`src/rtl/core/soas_pkg.sv`:
```
// ----------------------------------------------------------------------------
// soas_pkg
// Shared types, constants and the microcode table of the actuator step unit.
// ----------------------------------------------------------------------------
package soas_pkg;

	localparam int unsigned STATE_W   = 48;
	localparam int unsigned MAG_W     = STATE_W + 1;
	localparam int unsigned COEF_W    = 31;
	localparam int unsigned TS_W      = 24;
	localparam int unsigned WORD_W    = 32;
	localparam int unsigned MUL_A_W   = 32;
	localparam int unsigned PRD_W     = MUL_A_W + COEF_W;
	localparam int unsigned ACC_W     = MAG_W + COEF_W;
	localparam int unsigned STEP_W    = 5;
	localparam int unsigned CFG_IDX_W = 3;

	localparam logic [STATE_W-1:0] MAX48_MAG = 48'h7FFF_FFFF_FFFF;
	localparam logic [STATE_W-1:0] MIN48_MAG = 48'h8000_0000_0000;

	localparam logic [STEP_W-1:0] STEP_FIRST = 5'd0;
	localparam logic [STEP_W-1:0] STEP_LAST  = 5'd21;

	localparam logic [CFG_IDX_W-1:0] CFG_DEFL_LIMIT = 3'd0;
	localparam logic [CFG_IDX_W-1:0] CFG_RATE_LIMIT = 3'd1;
	localparam logic [CFG_IDX_W-1:0] CFG_WN_SQUARED = 3'd2;
	localparam logic [CFG_IDX_W-1:0] CFG_DAMPING    = 3'd3;
	localparam logic [CFG_IDX_W-1:0] CFG_TIME_STEP  = 3'd4;

	localparam logic [COEF_W-1:0] RST_DEFL_LIMIT = 31'd655360;
	localparam logic [COEF_W-1:0] RST_RATE_LIMIT = 31'd1638400;
	localparam logic [COEF_W-1:0] RST_WN_SQUARED = 31'd2151403;
	localparam logic [COEF_W-1:0] RST_DAMPING    = 31'd600793;
	localparam logic [TS_W-1:0]   RST_TIME_STEP  = 24'd16777;

	typedef struct packed {
		logic [COEF_W-1:0] deflection_limit;
		logic [COEF_W-1:0] rate_limit;
		logic [COEF_W-1:0] wn_squared;
		logic [COEF_W-1:0] damping_coeff;
		logic [TS_W-1:0]   time_step;
	} cfg_t;

	typedef enum logic [1:0] {HOLD_NONE, HOLD_IN, HOLD_OUT} hold_t;
	typedef enum logic [2:0] {LD_NONE, LD_LIM, LD_RSUM, LD_ERR, LD_ASUM} ld_t;
	typedef enum logic [1:0] {MUL_NONE, MUL_LO, MUL_HI} mul_t;
	typedef enum logic [1:0] {COEF_TS, COEF_WN, COEF_DC} coef_t;
	typedef enum logic [1:0] {ACC_NONE, ACC_LOAD, ACC_ADDHI} acc_t;
	typedef enum logic [1:0] {FIN_NONE, FIN_S16, FIN_S25} fin_t;
	typedef enum logic [2:0] {WR_NONE, WR_HOLD, WR_POS, WR_ACCEL, WR_RATE} wr_t;

	typedef struct packed {
		hold_t             hold;
		logic              jmp;
		logic [STEP_W-1:0] target;
		ld_t               ld;
		mul_t              mul;
		coef_t             coef;
		acc_t              acc;
		fin_t              fin;
		wr_t               wr;
		logic              out_load;
	} ctl_t;

	function automatic ctl_t ucode(input logic [STEP_W-1:0] step);
		ctl_t c;
		c.hold     = HOLD_NONE;
		c.jmp      = 1'b0;
		c.target   = STEP_FIRST;
		c.ld       = LD_NONE;
		c.mul      = MUL_NONE;
		c.coef     = COEF_TS;
		c.acc      = ACC_NONE;
		c.fin      = FIN_NONE;
		c.wr       = WR_NONE;
		c.out_load = 1'b0;
		unique case (step)
			5'd0: c.hold = HOLD_IN;
			5'd1: c.ld = LD_LIM;
			5'd2: begin
				c.mul  = MUL_LO;
				c.coef = COEF_DC;
			end
			5'd3: begin
				c.mul  = MUL_HI;
				c.coef = COEF_DC;
				c.acc  = ACC_LOAD;
				c.ld   = LD_RSUM;
			end
			5'd4: begin
				c.mul  = MUL_LO;
				c.coef = COEF_TS;
				c.acc  = ACC_ADDHI;
			end
			5'd5: begin
				c.mul  = MUL_HI;
				c.coef = COEF_TS;
				c.acc  = ACC_LOAD;
				c.fin  = FIN_S16;
			end
			5'd6: begin
				c.acc = ACC_ADDHI;
				c.wr  = WR_HOLD;
			end
			5'd7: c.fin = FIN_S25;
			5'd8: c.wr = WR_POS;
			5'd9: c.ld = LD_ERR;
			5'd10: begin
				c.mul  = MUL_LO;
				c.coef = COEF_WN;
			end
			5'd11: begin
				c.mul  = MUL_HI;
				c.coef = COEF_WN;
				c.acc  = ACC_LOAD;
			end
			5'd12: c.acc = ACC_ADDHI;
			5'd13: c.fin = FIN_S16;
			5'd14: c.wr = WR_ACCEL;
			5'd15: c.ld = LD_ASUM;
			5'd16: begin
				c.mul  = MUL_LO;
				c.coef = COEF_TS;
			end
			5'd17: begin
				c.mul  = MUL_HI;
				c.coef = COEF_TS;
				c.acc  = ACC_LOAD;
			end
			5'd18: c.acc = ACC_ADDHI;
			5'd19: c.fin = FIN_S25;
			5'd20: c.wr = WR_RATE;
			5'd21: begin
				c.out_load = 1'b1;
				c.hold     = HOLD_OUT;
				c.jmp      = 1'b1;
				c.target   = STEP_FIRST;
			end
			default: begin
				c.jmp    = 1'b1;
				c.target = STEP_FIRST;
			end
		endcase
		return c;
	endfunction

endpackage

```
`src/rtl/core/soas_seq.sv`:
```
// ----------------------------------------------------------------------------
// soas_seq
// Step counter and microcode read-out with hold and jump control.
// ----------------------------------------------------------------------------
module soas_seq (
	input  logic            clk,
	input  logic            arst_n,
	input  logic            in_fire,
	input  logic            out_free,
	output soas_pkg::ctl_t  ctl
);

	logic [soas_pkg::STEP_W-1:0] step_q;
	logic [soas_pkg::STEP_W-1:0] step_d;
	logic                        stall;

	assign ctl = soas_pkg::ucode(step_q);

	always_comb begin
		unique case (ctl.hold)
			soas_pkg::HOLD_IN:  stall = !in_fire;
			soas_pkg::HOLD_OUT: stall = !out_free;
			default:            stall = 1'b0;
		endcase
	end

	always_comb begin
		priority if (stall) begin
			step_d = step_q;
		end else if (ctl.jmp) begin
			step_d = ctl.target;
		end else begin
			step_d = step_q + soas_pkg::STEP_W'(1);
		end
	end

	always_ff @(posedge clk or negedge arst_n) begin
		if (!arst_n) begin
			step_q <= soas_pkg::STEP_FIRST;
		end else begin
			step_q <= step_d;
		end
	end

endmodule

```
`src/rtl/core/soas_dp.sv`:
```
// ----------------------------------------------------------------------------
// soas_dp
// Actuator datapath: state registers, operand loader, shared multiplier,
// product accumulator, scale-and-saturate stage and state update.
// ----------------------------------------------------------------------------
module soas_dp (
	input  logic                               clk,
	input  logic                               arst_n,
	input  soas_pkg::ctl_t                     ctl,
	input  soas_pkg::cfg_t                     cfg,
	input  logic                               in_fire,
	input  logic signed [soas_pkg::WORD_W-1:0] fin_command,
	output logic signed [soas_pkg::WORD_W-1:0] fin_deflection
);

	localparam int unsigned SW = soas_pkg::STATE_W;
	localparam int unsigned MW = soas_pkg::MAG_W;
	localparam int unsigned AW = soas_pkg::ACC_W;
	localparam int unsigned PW = soas_pkg::PRD_W;
	localparam int unsigned XW = soas_pkg::MUL_A_W;
	localparam int unsigned CW = soas_pkg::COEF_W;

	logic signed [SW-1:0] pos_q, lrp_q, rate_q, accp_q;
	logic signed [SW-1:0] lim_q, res_q, hld_q, accel_q;
	logic signed [soas_pkg::WORD_W-1:0] cmd_q;
	logic [MW-1:0]        mag_q;
	logic                 neg_q, prd_neg_q, acc_neg_q;
	logic [PW-1:0]        prd_q;
	logic [AW-1:0]        acc_q;

	logic signed [MW-1:0] ld_v;
	logic [XW-1:0]        mul_a;
	logic [CW-1:0]        mul_b;
	logic [AW-1:0]        shf, cap, qv;
	logic signed [SW-1:0] res_d;
	logic [MW-1:0]        pos_neg;
	logic [soas_pkg::WORD_W-1:0] pos_mag;

	function automatic logic signed [SW-1:0] clamp_mag(input logic signed [MW-1:0] v,
			input logic [CW-1:0] lim);
		logic signed [MW-1:0] hi, lo;
		logic signed [SW-1:0] r;
		hi = signed'({2'b00, lim, 16'h0000});
		lo = -hi;
		if (v > hi) begin
			r = hi[SW-1:0];
		end else if (v < lo) begin
			r = lo[SW-1:0];
		end else begin
			r = v[SW-1:0];
		end
		return r;
	endfunction

	function automatic logic signed [SW-1:0] sat48(input logic signed [MW-1:0] v);
		logic signed [SW-1:0] r;
		if (v[MW-1] != v[MW-2]) begin
			r = v[MW-1] ? signed'(soas_pkg::MIN48_MAG) : signed'(soas_pkg::MAX48_MAG);
		end else begin
			r = v[SW-1:0];
		end
		return r;
	endfunction

	function automatic logic signed [MW-1:0] sx(input logic signed [SW-1:0] v);
		return MW'(v);
	endfunction

	always_comb begin
		unique case (ctl.ld)
			soas_pkg::LD_LIM:  ld_v = sx(lim_q);
			soas_pkg::LD_RSUM: ld_v = sx(lim_q) + sx(lrp_q);
			soas_pkg::LD_ERR:  ld_v = sx(signed'({cmd_q, 16'h0000})) - sx(pos_q);
			soas_pkg::LD_ASUM: ld_v = sx(accel_q) + sx(accp_q);
			default:           ld_v = '0;
		endcase
	end

	always_comb begin
		unique case (ctl.coef)
			soas_pkg::COEF_WN: mul_b = cfg.wn_squared;
			soas_pkg::COEF_DC: mul_b = cfg.damping_coeff;
			default:           mul_b = CW'(cfg.time_step);
		endcase
		mul_a = (ctl.mul == soas_pkg::MUL_HI) ? XW'(mag_q[MW-1:XW]) : mag_q[XW-1:0];
	end

	always_comb begin
		shf   = (ctl.fin == soas_pkg::FIN_S25) ? (acc_q >> 25) : (acc_q >> 16);
		cap   = acc_neg_q ? AW'(soas_pkg::MIN48_MAG) : AW'(soas_pkg::MAX48_MAG);
		qv    = (shf > cap) ? cap : shf;
		res_d = acc_neg_q ? signed'(SW'(0) - qv[SW-1:0]) : signed'(qv[SW-1:0]);
	end

	always_comb begin
		pos_neg = MW'(0) - MW'(pos_q);
		pos_mag = pos_neg[SW-1:16];
		fin_deflection = pos_q[SW-1] ? signed'(soas_pkg::WORD_W'(0) - pos_mag)
			: signed'(pos_q[SW-1:16]);
	end

	always_ff @(posedge clk or negedge arst_n) begin
		if (!arst_n) begin
			pos_q  <= '0;
			lrp_q  <= '0;
			rate_q <= '0;
			accp_q <= '0;
		end else begin
			unique case (ctl.wr)
				soas_pkg::WR_POS: pos_q <= clamp_mag(sx(pos_q) + sx(res_q),
					cfg.deflection_limit);
				soas_pkg::WR_RATE: begin
					rate_q <= sat48(sx(rate_q) + sx(res_q));
					accp_q <= accel_q;
					lrp_q  <= lim_q;
				end
				default: ;
			endcase
		end
	end

	always_ff @(posedge clk) begin
		if (in_fire) begin
			cmd_q <= fin_command;
			lim_q <= clamp_mag(sx(rate_q), cfg.rate_limit);
		end
		if (ctl.ld != soas_pkg::LD_NONE) begin
			neg_q <= ld_v[MW-1];
			mag_q <= ld_v[MW-1] ? (MW'(0) - MW'(ld_v)) : MW'(ld_v);
		end
		if (ctl.mul != soas_pkg::MUL_NONE) begin
			prd_q <= PW'(mul_a) * PW'(mul_b);
		end
		if (ctl.mul == soas_pkg::MUL_LO) begin
			prd_neg_q <= neg_q;
		end
		unique case (ctl.acc)
			soas_pkg::ACC_LOAD: begin
				acc_q     <= AW'(prd_q);
				acc_neg_q <= prd_neg_q;
			end
			soas_pkg::ACC_ADDHI: acc_q <= acc_q + {prd_q[AW-XW-1:0], XW'(0)};
			default: ;
		endcase
		if (ctl.fin != soas_pkg::FIN_NONE) begin
			res_q <= res_d;
		end
		if (ctl.wr == soas_pkg::WR_HOLD) begin
			hld_q <= res_q;
		end
		if (ctl.wr == soas_pkg::WR_ACCEL) begin
			accel_q <= sat48(sx(res_q) - sx(hld_q));
		end
	end

endmodule

```
`src/rtl/core/second_order_actuator_step_unit.sv`:
```
// ----------------------------------------------------------------------------
// second_order_actuator_step_unit
// Second-order fin actuator with rate and position limits, one tick per word.
// ----------------------------------------------------------------------------
// Each input word on s_axis is one simulation tick carrying the fin command
// (signed Q16.16). The unit answers with one output word on m_axis holding the
// limited fin deflection (signed Q16.16). The cfg channel writes the five
// parameter registers (index 0..4); cfg_ready is always high and writes to
// other indexes are dropped. Write them only while no tick is in flight.
// A tick runs through a 22-step microcode program on one shared 32x31
// multiplier: four scaled products of two partial products each, plus loads
// and state updates. The output word is loaded at the last step, and the next
// input word is taken only once the program is back at its first step. The
// output register holds its word while m_axis_tready is low; the program
// waits at its last step until that word leaves, then accepts the next tick.
// Reset clears the actuator state to zero, loads the default parameters and
// puts the program at its first step; no clearing sweep is needed.
// ----------------------------------------------------------------------------
module second_order_actuator_step_unit (
	input  logic                                  clk,
	input  logic                                  arst_n,
	input  logic                                  s_axis_tvalid,
	output logic                                  s_axis_tready,
	input  logic [soas_pkg::WORD_W-1:0]           s_axis_tdata,  // [31:0] fin_command
	output logic                                  m_axis_tvalid,
	input  logic                                  m_axis_tready,
	output logic [soas_pkg::WORD_W-1:0]           m_axis_tdata,  // [31:0] fin_deflection
	input  logic                                  cfg_valid,
	output logic                                  cfg_ready,
	input  logic [soas_pkg::CFG_IDX_W-1:0]        cfg_index,
	input  logic [soas_pkg::WORD_W-1:0]           cfg_data
);

	soas_pkg::ctl_t ctl;
	soas_pkg::cfg_t cfg_q;
	logic           in_fire;
	logic           out_free;
	logic           out_valid_q;
	logic [soas_pkg::WORD_W-1:0] out_data_q;
	logic signed [soas_pkg::WORD_W-1:0] defl;

	assign s_axis_tready = (ctl.hold == soas_pkg::HOLD_IN);
	assign in_fire       = s_axis_tvalid && s_axis_tready;
	assign out_free      = !out_valid_q || m_axis_tready;
	assign m_axis_tvalid = out_valid_q;
	assign m_axis_tdata  = out_data_q;
	assign cfg_ready     = 1'b1;

	soas_seq u_seq (
		.clk      (clk),
		.arst_n   (arst_n),
		.in_fire  (in_fire),
		.out_free (out_free),
		.ctl      (ctl)
	);

	soas_dp u_dp (
		.clk            (clk),
		.arst_n         (arst_n),
		.ctl            (ctl),
		.cfg            (cfg_q),
		.in_fire        (in_fire),
		.fin_command    (signed'(s_axis_tdata)),
		.fin_deflection (defl)
	);

	always_ff @(posedge clk or negedge arst_n) begin
		if (!arst_n) begin
			cfg_q.deflection_limit <= soas_pkg::RST_DEFL_LIMIT;
			cfg_q.rate_limit       <= soas_pkg::RST_RATE_LIMIT;
			cfg_q.wn_squared       <= soas_pkg::RST_WN_SQUARED;
			cfg_q.damping_coeff    <= soas_pkg::RST_DAMPING;
			cfg_q.time_step        <= soas_pkg::RST_TIME_STEP;
		end else if (cfg_valid && cfg_ready) begin
			unique case (cfg_index)
				soas_pkg::CFG_DEFL_LIMIT: cfg_q.deflection_limit <= cfg_data[30:0];
				soas_pkg::CFG_RATE_LIMIT: cfg_q.rate_limit       <= cfg_data[30:0];
				soas_pkg::CFG_WN_SQUARED: cfg_q.wn_squared       <= cfg_data[30:0];
				soas_pkg::CFG_DAMPING:    cfg_q.damping_coeff    <= cfg_data[30:0];
				soas_pkg::CFG_TIME_STEP:  cfg_q.time_step        <= cfg_data[23:0];
				default: ;
			endcase
		end
	end

	always_ff @(posedge clk or negedge arst_n) begin
		if (!arst_n) begin
			out_valid_q <= 1'b0;
		end else if (ctl.out_load && out_free) begin
			out_valid_q <= 1'b1;
		end else if (m_axis_tready) begin
			out_valid_q <= 1'b0;
		end
	end

	always_ff @(posedge clk) begin
		if (ctl.out_load && out_free) begin
			out_data_q <= defl;
		end
	end

	a_one_tick_at_a_time: assert property (@(posedge clk) disable iff (!arst_n)
		in_fire |=> !s_axis_tready)
		else $error("input taken again right after a tick was accepted");

	a_wait_on_full_output: assert property (@(posedge clk) disable iff (!arst_n)
		(ctl.hold == soas_pkg::HOLD_OUT) && !out_free |=> (ctl.hold == soas_pkg::HOLD_OUT))
		else $error("program left its last step while the output word was stalled");

	a_result_presented: assert property (@(posedge clk) disable iff (!arst_n)
		ctl.out_load && out_free |=> m_axis_tvalid)
		else $error("finished tick did not reach the output register");

endmodule

```
`config.mk`:
```
export PLATFORM = sky130hd
export DESIGN_NAME = second_order_actuator_step_unit
export DESIGN_NICKNAME = d
export VERILOG_FILES = /design/src/rtl/core/soas_pkg.sv /design/src/rtl/core/soas_seq.sv /design/src/rtl/core/soas_dp.sv /design/src/rtl/core/second_order_actuator_step_unit.sv
export SDC_FILE = /design/constraint.sdc
export NUM_CORES = 2
export LEC_CHECK = 0
export BUFFER_PORTS_ARGS = -buffer_cell sky130_fd_sc_hd__buf_2
export CAP_MARGIN = 5
export CORE_MARGIN = 5
export CORE_UTILIZATION = 40
export CTS_CLUSTER_DIAMETER = 50
export CTS_CLUSTER_SIZE = 10
export DETAILED_ROUTE_END_ITERATION = 7
export GPL_ROUTABILITY_DRIVEN = 0
export PLACE_DENSITY = 0.53
export SLEW_MARGIN = 10
export SYNTH_ARGS = -nofsm -noshare
export SYNTH_HDL_FRONTEND = slang
export SYNTH_SLANG_ARGS = --single-unit
```
`constraint.sdc`:
```
create_clock -name clk -period 14 [get_ports clk]
set_input_delay 0.7 -clock clk [delete_from_list [all_inputs] [get_ports clk]]
set_output_delay 0.7 -clock clk [all_outputs]
set_load 0.005 [all_outputs]
```
Word level (Yosys, flattened, before mapping)
Index checks and enable logic that the tools add are counted.
{ "word_totals": {"out_inout_bits": 35, "reg_bits": 797} }
{ "classes": {"eq_ne": 44, "multipliers": 1, "order_cmp": 5, "add_sub_neg": 14, "n_mux": 30, "n_reduce_logical": 25} }
{ "op_table": {"columns": ["op", "n"], "rows": [
  ["$mux W48", 11],
  ["$add A48 B48 Y49", 4],
  ["$pmux W49 S4", 1],
  ["$pmux W80 S2", 1],
  ["$neg A47 Y49", 2],
  ["$sub A48 B48 Y49", 2],
  ["$sub A1 B48 Y48 const A", 2],
  ["$add A80 B80 Y80", 1],
  ["$gt A64 B48 Y1", 1],
  ["$mux W64", 1],
  ["$mul A32 B31 Y63", 1],
  ["$pmux W31 S2", 1],
  ["$gt A49 B48 Y1", 1],
  ["$lt A48 B49 Y1", 1],
  ["$lt A49 B49 Y1", 1],
  ["$sub A1 B49 Y49 const A", 1],
  ["$gt A48 B48 Y1", 1],
  ["$mux W47", 1],
  ["$eq A5 B4 Y1 const B", 8],
  ["$mux W32", 1],
  ["$sub A1 B32 Y32 const A", 1],
  ["$mux W31", 1],
  ["$eq A5 B5 Y1 const B", 6],
  ["$pmux W3 S4", 2],
  ["other kinds (27)", 66]
]} }

Longest topological paths before layout
{ "depth": {"word_depth": 9, "mapped_depth": 45} }

Cells and area by module
A second synthesis with hierarchy kept.
{ "unflattened": {"hier_cells": 10219, "hier_area_um2": 91248.8} }
{ "by_module_without_submodules": {"columns": ["module", "area_each_um2", "cells_per_inst", "seq_area_each_um2", "n_inst"], "rows": [
  ["soas_dp", 83900.5, 9778, 16906.2, 1],
  ["second_order_actuator_step_unit", 6711.4, 356, 4729.5, 1],
  ["soas_seq", 636.9, 85, 125.1, 1]
]} }

Worst setup path after synthesis
Ideal clock, no wire load.
{ "synth_path": {"path_type": "register to register", "from": "register u_seq.step_q[0] (netlist bit)", "to": "register u_dp.prd_q[61], data pin", "synth_period_minus_slack_ns": 10.405, "setup_ns": 0.258, "n_path_buf": 5, "stages_incl_launch_ff": 39, "slack_ns": 3.595, "arrival_ns": 10.147, "path_cell_list": "dfrtp_1 -> inv_1 -> ha_1 -> clkbuf_1 -> inv_1 -> nor2_1 -> mux2i_1 -> nor2_1 -> a21oi_1 -> nand2_1 -> clkbuf_1 -> buf_1 -> clkbuf_1 -> mux2i_1 -> clkbuf_1 -> nor2_1 -> fa_1 -> inv_1 -> [3 not listed] -> fa_1 -> fa_1 -> fa_1 -> fa_1 -> fa_1 -> ha_1 -> and3_1 -> nand2_1 -> or4_1 -> o311ai_0 -> a21oi_1 -> o21ai_0 -> a31o_2 -> a21o_1 -> a221oi_1 -> o2111ai_1 -> a21oi_1 -> xnor2_1"} }
{ "synth_between": {"elab_chain_len": 6} }
{ "synth_lines": {"columns": ["item", "line_no", "text"], "rows": [
  ["from (decl)", "soas_seq.sv:13", "logic [soas_pkg::STEP_W-1:0] step_q;"],
  ["from (signal assigned)", "soas_seq.sv:39", "step_q <= soas_pkg::STEP_FIRST;"],
  ["from (signal assigned)", "soas_seq.sv:41", "step_q <= step_d;"],
  ["$eq A5 B3 Y1 / $eq A5 B5 Y1 (equally long branches)", "soas_pkg.sv:77", "unique case (step)"],
  ["$reduce_or A2 Y1 (no line)", null, null],
  ["$pmux W4 S6 (*)", "soas_pkg.sv:77", null],
  ["$eq A2 B2 Y1, or another cell as far along", "soas_dp.sv:80", "unique case (ctl.coef)"],
  ["$pmux W31 S2 / $mux W32 (equally long branches)", "soas_dp.sv:80, soas_dp.sv:85", null],
  ["$mul A32 B31 Y63 (*)", "soas_dp.sv:132", "prd_q <= PW'(mul_a) * PW'(mul_b);"],
  ["to (signal assigned)", "soas_dp.sv:132", null],
  ["to (decl)", "soas_dp.sv:28", "logic [PW-1:0] prd_q;"]
]} }
Mark *: on every way between the ends. The rest lies on a longest branch, timed or not.
A chain may end at the register's enable or synchronous reset.

Worst setup path after layout
{ "layout_path": {"from": "register u_seq.step_q[2] (netlist bit)", "to": "register u_dp.prd_q[61], data pin"} }
The elaborated chain is that of the path after synthesis.

==> run summary <==
The flow ran to the end, and the final reports show no timing, DRC or antenna violations. The number of stages on the worst setup path came out at 34. The count of flip-flops with a built-in enable after synthesis came out at 435. The remaining max-slew budget at the tightest pin came out at 10.7%.

The fraction of the mapped netlist area in simple logic gates is 14.4%. The per-cell via count in the routed design came out at 5.75. The per-cell routed wire length is 25.4 um. The via count of the first global-routing pass was 74200.

After Yosys synthesis, full adders, half adders and majority gates account for 30.8% of the synthesized area. The sequential share of the synthesized area came out at 24.5%. The cell family contributing the most delay on the critical path is adder cells.

Counting the buffers created by CTS gives 119. The number of hold buffers added after CTS was 1. The total half-perimeter wirelength after legalization and detailed placement is 255 mm.

The post-synthesis average cell area is 9.13 um^2. The share of synthesized area spent on multiplexers is 4.47%. The endpoint identified for the worst register-to-register timing path is u_dp.prd_q[61]. Data arrives at the worst endpoint at 12.76 ns. The die covers 232000 um^2. The starting utilization of the core area is 40.1%. The achievable clock frequency came out at 0.0815 GHz. The final global-route overflow total came out at 0. For this design, the slowest cell found on the critical path is o21a_1. Summing the areas of all xor and xnor instances in the mapped netlist gives 4.56% of the synthesized area.

Once routing completed, OpenROAD measured the worst setup slack at 1.74 ns. The net total in the final layout came out at 11400. The launch point of the worst reg-to-reg path is u_seq.step_q[2]. The die is 482 um wide.

The final hold violation count is 0. The number of distinct library cells after synthesis came out at 108. The maximum fanout along the worst path is 82. Row generation in the floorplan step produced 173 rows.

The total routing usage reported by global routing is 27.7%. The post-route minimum period came out at 12.26 ns. The synthesized netlist devotes 14.5% of its cell area to compound gates.

TritonCTS built the clock tree. The worst setup path is launched from a flip-flop. In this run the register-to-register setup slack is 1.74 ns.

Setup repair after global routing left no endpoint under its margin. OpenSTA, run right after detailed placement, puts the worst setup slack at 1.90 ns. The fraction of final layout cells sized beyond drive strength 1 is 9.44%.

The detailed-router iteration count before antenna repair is 8. The combined area of all synthesized cells came out at 89000 um^2. The number of buffers and inverters on the critical path is 7. The initial detailed-routing violation count is 6545. The number of cells in the design after placement came out at 12600. The synthesized net count came out at 11500.

The proportion of register bits with asynchronous set or reset after synthesis came out at 44.3%. The worst-case reg-to-reg path depth is 34. The synthesized instance count came out at 9739. By instance count, the cell type seen most on the critical path is fa_1.

The count of synthesis-stage warnings from yosys is 0. In the final timing run, aggregate negative setup slack is 0 ns. In this run the count of I/O pins placed on the die edge is 107.

Entering global routing, the biggest net connects 139 pins. The post-cts resize count came out at 0. By area the synthesized netlist is led by fa_1, edfxtp_1, ha_1.

The later pin in the worst-skew pair is clocked with a latency of 0.78 ns. The final setup skew came out at 0.0970 ns. The final worst hold slack is 0.115 ns. In the routed design, unresolved DRC markers number 0. For this design, the sink count on the clock tree is 781. The wire length of the first global-routing pass is 482 mm. The final instance count without filler cells is 12800.

The initial antenna violation count came out at 14. The floorplan step defined a core boundary enclosing 222000 um^2. The overall die height is 482 um. The final cycle utilization of the critical path is 87.6%.

The count of buffers inserted at the top-level ports is 104. The area share of the leading cell type in the synthesized netlist is 19.6%. The area growth from synthesis to layout is 9.72%. In this run the worst setup path terminates at u_dp.prd_q[61]. The maximum single-stage delay on the critical path is 1.05 ns. In this run the worst setup path begins at u_seq.step_q[2]. The remaining number of nets flagged by the antenna check after routing came out at 0. The tool flagged a number of max-cap violations equal to 0. The register clock-pin slew on the reported worst setup and hold paths came out at 0.06 ns.

STA puts the critical path data required time at 14.50 ns. The post-synthesis register bit count is 781. After detailed routing, the total wire length is 325 mm.

The tree is rooted in a clkbuf_16. The clock tree synthesis step divided the H-tree into 3 levels. Setup violations remaining at the end of the flow were counted as 0.

The setup fix buffers added after clock tree synthesis came out at 0. The largest family of logic cells by synthesized area is adder cells. The dominant register cell in the synthesized netlist is edfxtp_1. The worst hold path class is in2reg. For this block, the via count after detailed routing is 73600. At the pin with the least slew margin, the transition time is 1.34 ns. The number of pins with negative max-slew slack in the final report came out at 0. In this run the deepest clock path goes through 3 buffers. STA classifies the critical path endpoint as a flip-flop. The largest area contributor in the synthesized netlist is fa_1. The type of the worst setup path is reg2reg.
## metal layers
layer / vias to the layer above / wire length (um) / global-route usage [%]
li1: 33200 / - / -
met1: 36900 / 133000 / 36.2
met2: 2825 / 143000 / 43.3
met3: 734 / 21500 / 3.61
met4: 4 / 26700 / 18.2
met5: - / 28 / 0
## kinds of logic after synthesis
logic type               Yosys count
AO/OA/AOI/OAI                   2021
XOR/XNOR                         463
adder cells (fa/ha/maj)         1670
buffers and inverters           1602
flip-flops                       781
multiplexers                     366
other                              1
AND/OR/NAND/NOR                 2835
## per-stage QoR
step / cell area, um^2 / util, %
6_report: 97600 / 44.0
5_1_grt: 97600 / 44.0
4_1_cts: 97600 / 44.0
3_5_place_dp: 93300 / 42.1
3_3_place_gp: 93300 / 42.1
2_1_floorplan: 89000 / -
## worst min path at each step
| stage | depth (start not counted) | slack [ns] | to | from |
|---|---|---|---|---|
| after floorplan | 0 | 0.40 | cfg_q[100] | arst_n |
| final | 1 | 0.11 | u_dp.cmd_q[18] | s_axis_tdata[18] |
| after global routing | 1 | 0.07 | u_dp.cmd_q[7] | s_axis_tdata[7] |
| after global placement | 0 | 0.41 | u_dp.prd_neg_q | u_dp.neg_q |
| after CTS | 1 | 0.04 | u_dp.cmd_q[18] | s_axis_tdata[18] |
| after detailed placement | 0 | 0.41 | u_dp.prd_neg_q | u_dp.neg_q |
## cell usage after synthesis, types with 110 or more instances
| master | number |
|---|---|
| nor3_1 | 116 |
| mux2_2 | 250 |
| edfxtp_1 | 435 |
| nand2_1 | 1024 |
| dfrtp_1 | 314 |
| inv_1 | 1165 |
| nand4_1 | 110 |
| clkbuf_1 | 382 |
| nand3_1 | 160 |
| xor2_1 | 125 |
| ha_1 | 767 |
| o21ai_0 | 497 |
| xnor2_1 | 338 |
| a21oi_1 | 529 |
| a21o_1 | 254 |
| mux2i_1 | 116 |
| fa_1 | 872 |
| nor2_1 | 918 |
## registers in the layout (all words and copies together) (netlist names), 5 cells and up
name          count
cfg_q           148
u_dp.acc_q       64
u_dp.prd_q       63
u_dp.mag_q       49
u_dp.accel_q     48
u_dp.accp_q      48
u_dp.hld_q       48
u_dp.lim_q       48
u_dp.lrp_q       48
u_dp.pos_q       48
u_dp.rate_q      48
u_dp.res_q       48
m_axis_tdata     32
u_dp.cmd_q       32
u_seq.step_q      5
## area by class of cell
class                      count  area, um^2
multi-input combinational   7356       61500
fill                       21400      124000
clock buffer                 157        3210
clock inverter                66        1030
inverter                    1165        4370
timing repair buffer         293        1980
tap                         2975        3720
antenna                        5        12.5
sequential                   781       21800
## placed cells by master (no fill, tap or decap), types with 52 or more instances in the layout
master,instances
o21a_1,80
mux2_2,250
a211oi_1,52
a31oi_1,63
nor2_1,912
xor2_1,124
nand2_1,1023
nor3_1,113
ha_1,765
dfrtp_1,314
and3_1,63
nand3_1,158
buf_4,186
a21oi_1,526
nand2b_1,71
o21ai_0,493
a21o_1,254
fa_1,872
nor2b_1,82
o21bai_1,60
clkbuf_16,120
a22oi_1,63
buf_2,103
mux2i_1,99
and2_1,60
edfxtp_1,435
inv_1,1164
nand4_1,110
xnor2_1,338
## worst reg2reg max path, delay by kind of cell (launching register included)
family / cells / cell delay [ns]
xor gates and xnor gates: 1 / 0.10
and+or+nand+nor: 3 / 0.88
adders and majority gates: 10 / 4.90
DFF: 1 / 0.64
buffers and inverters: 7 / 1.00
AOI/OAI and AO/OA: 13 / 4.53
Power is not shown: default switching activity piles up to over one toggle a cycle in this logic, so the estimate is an artifact.
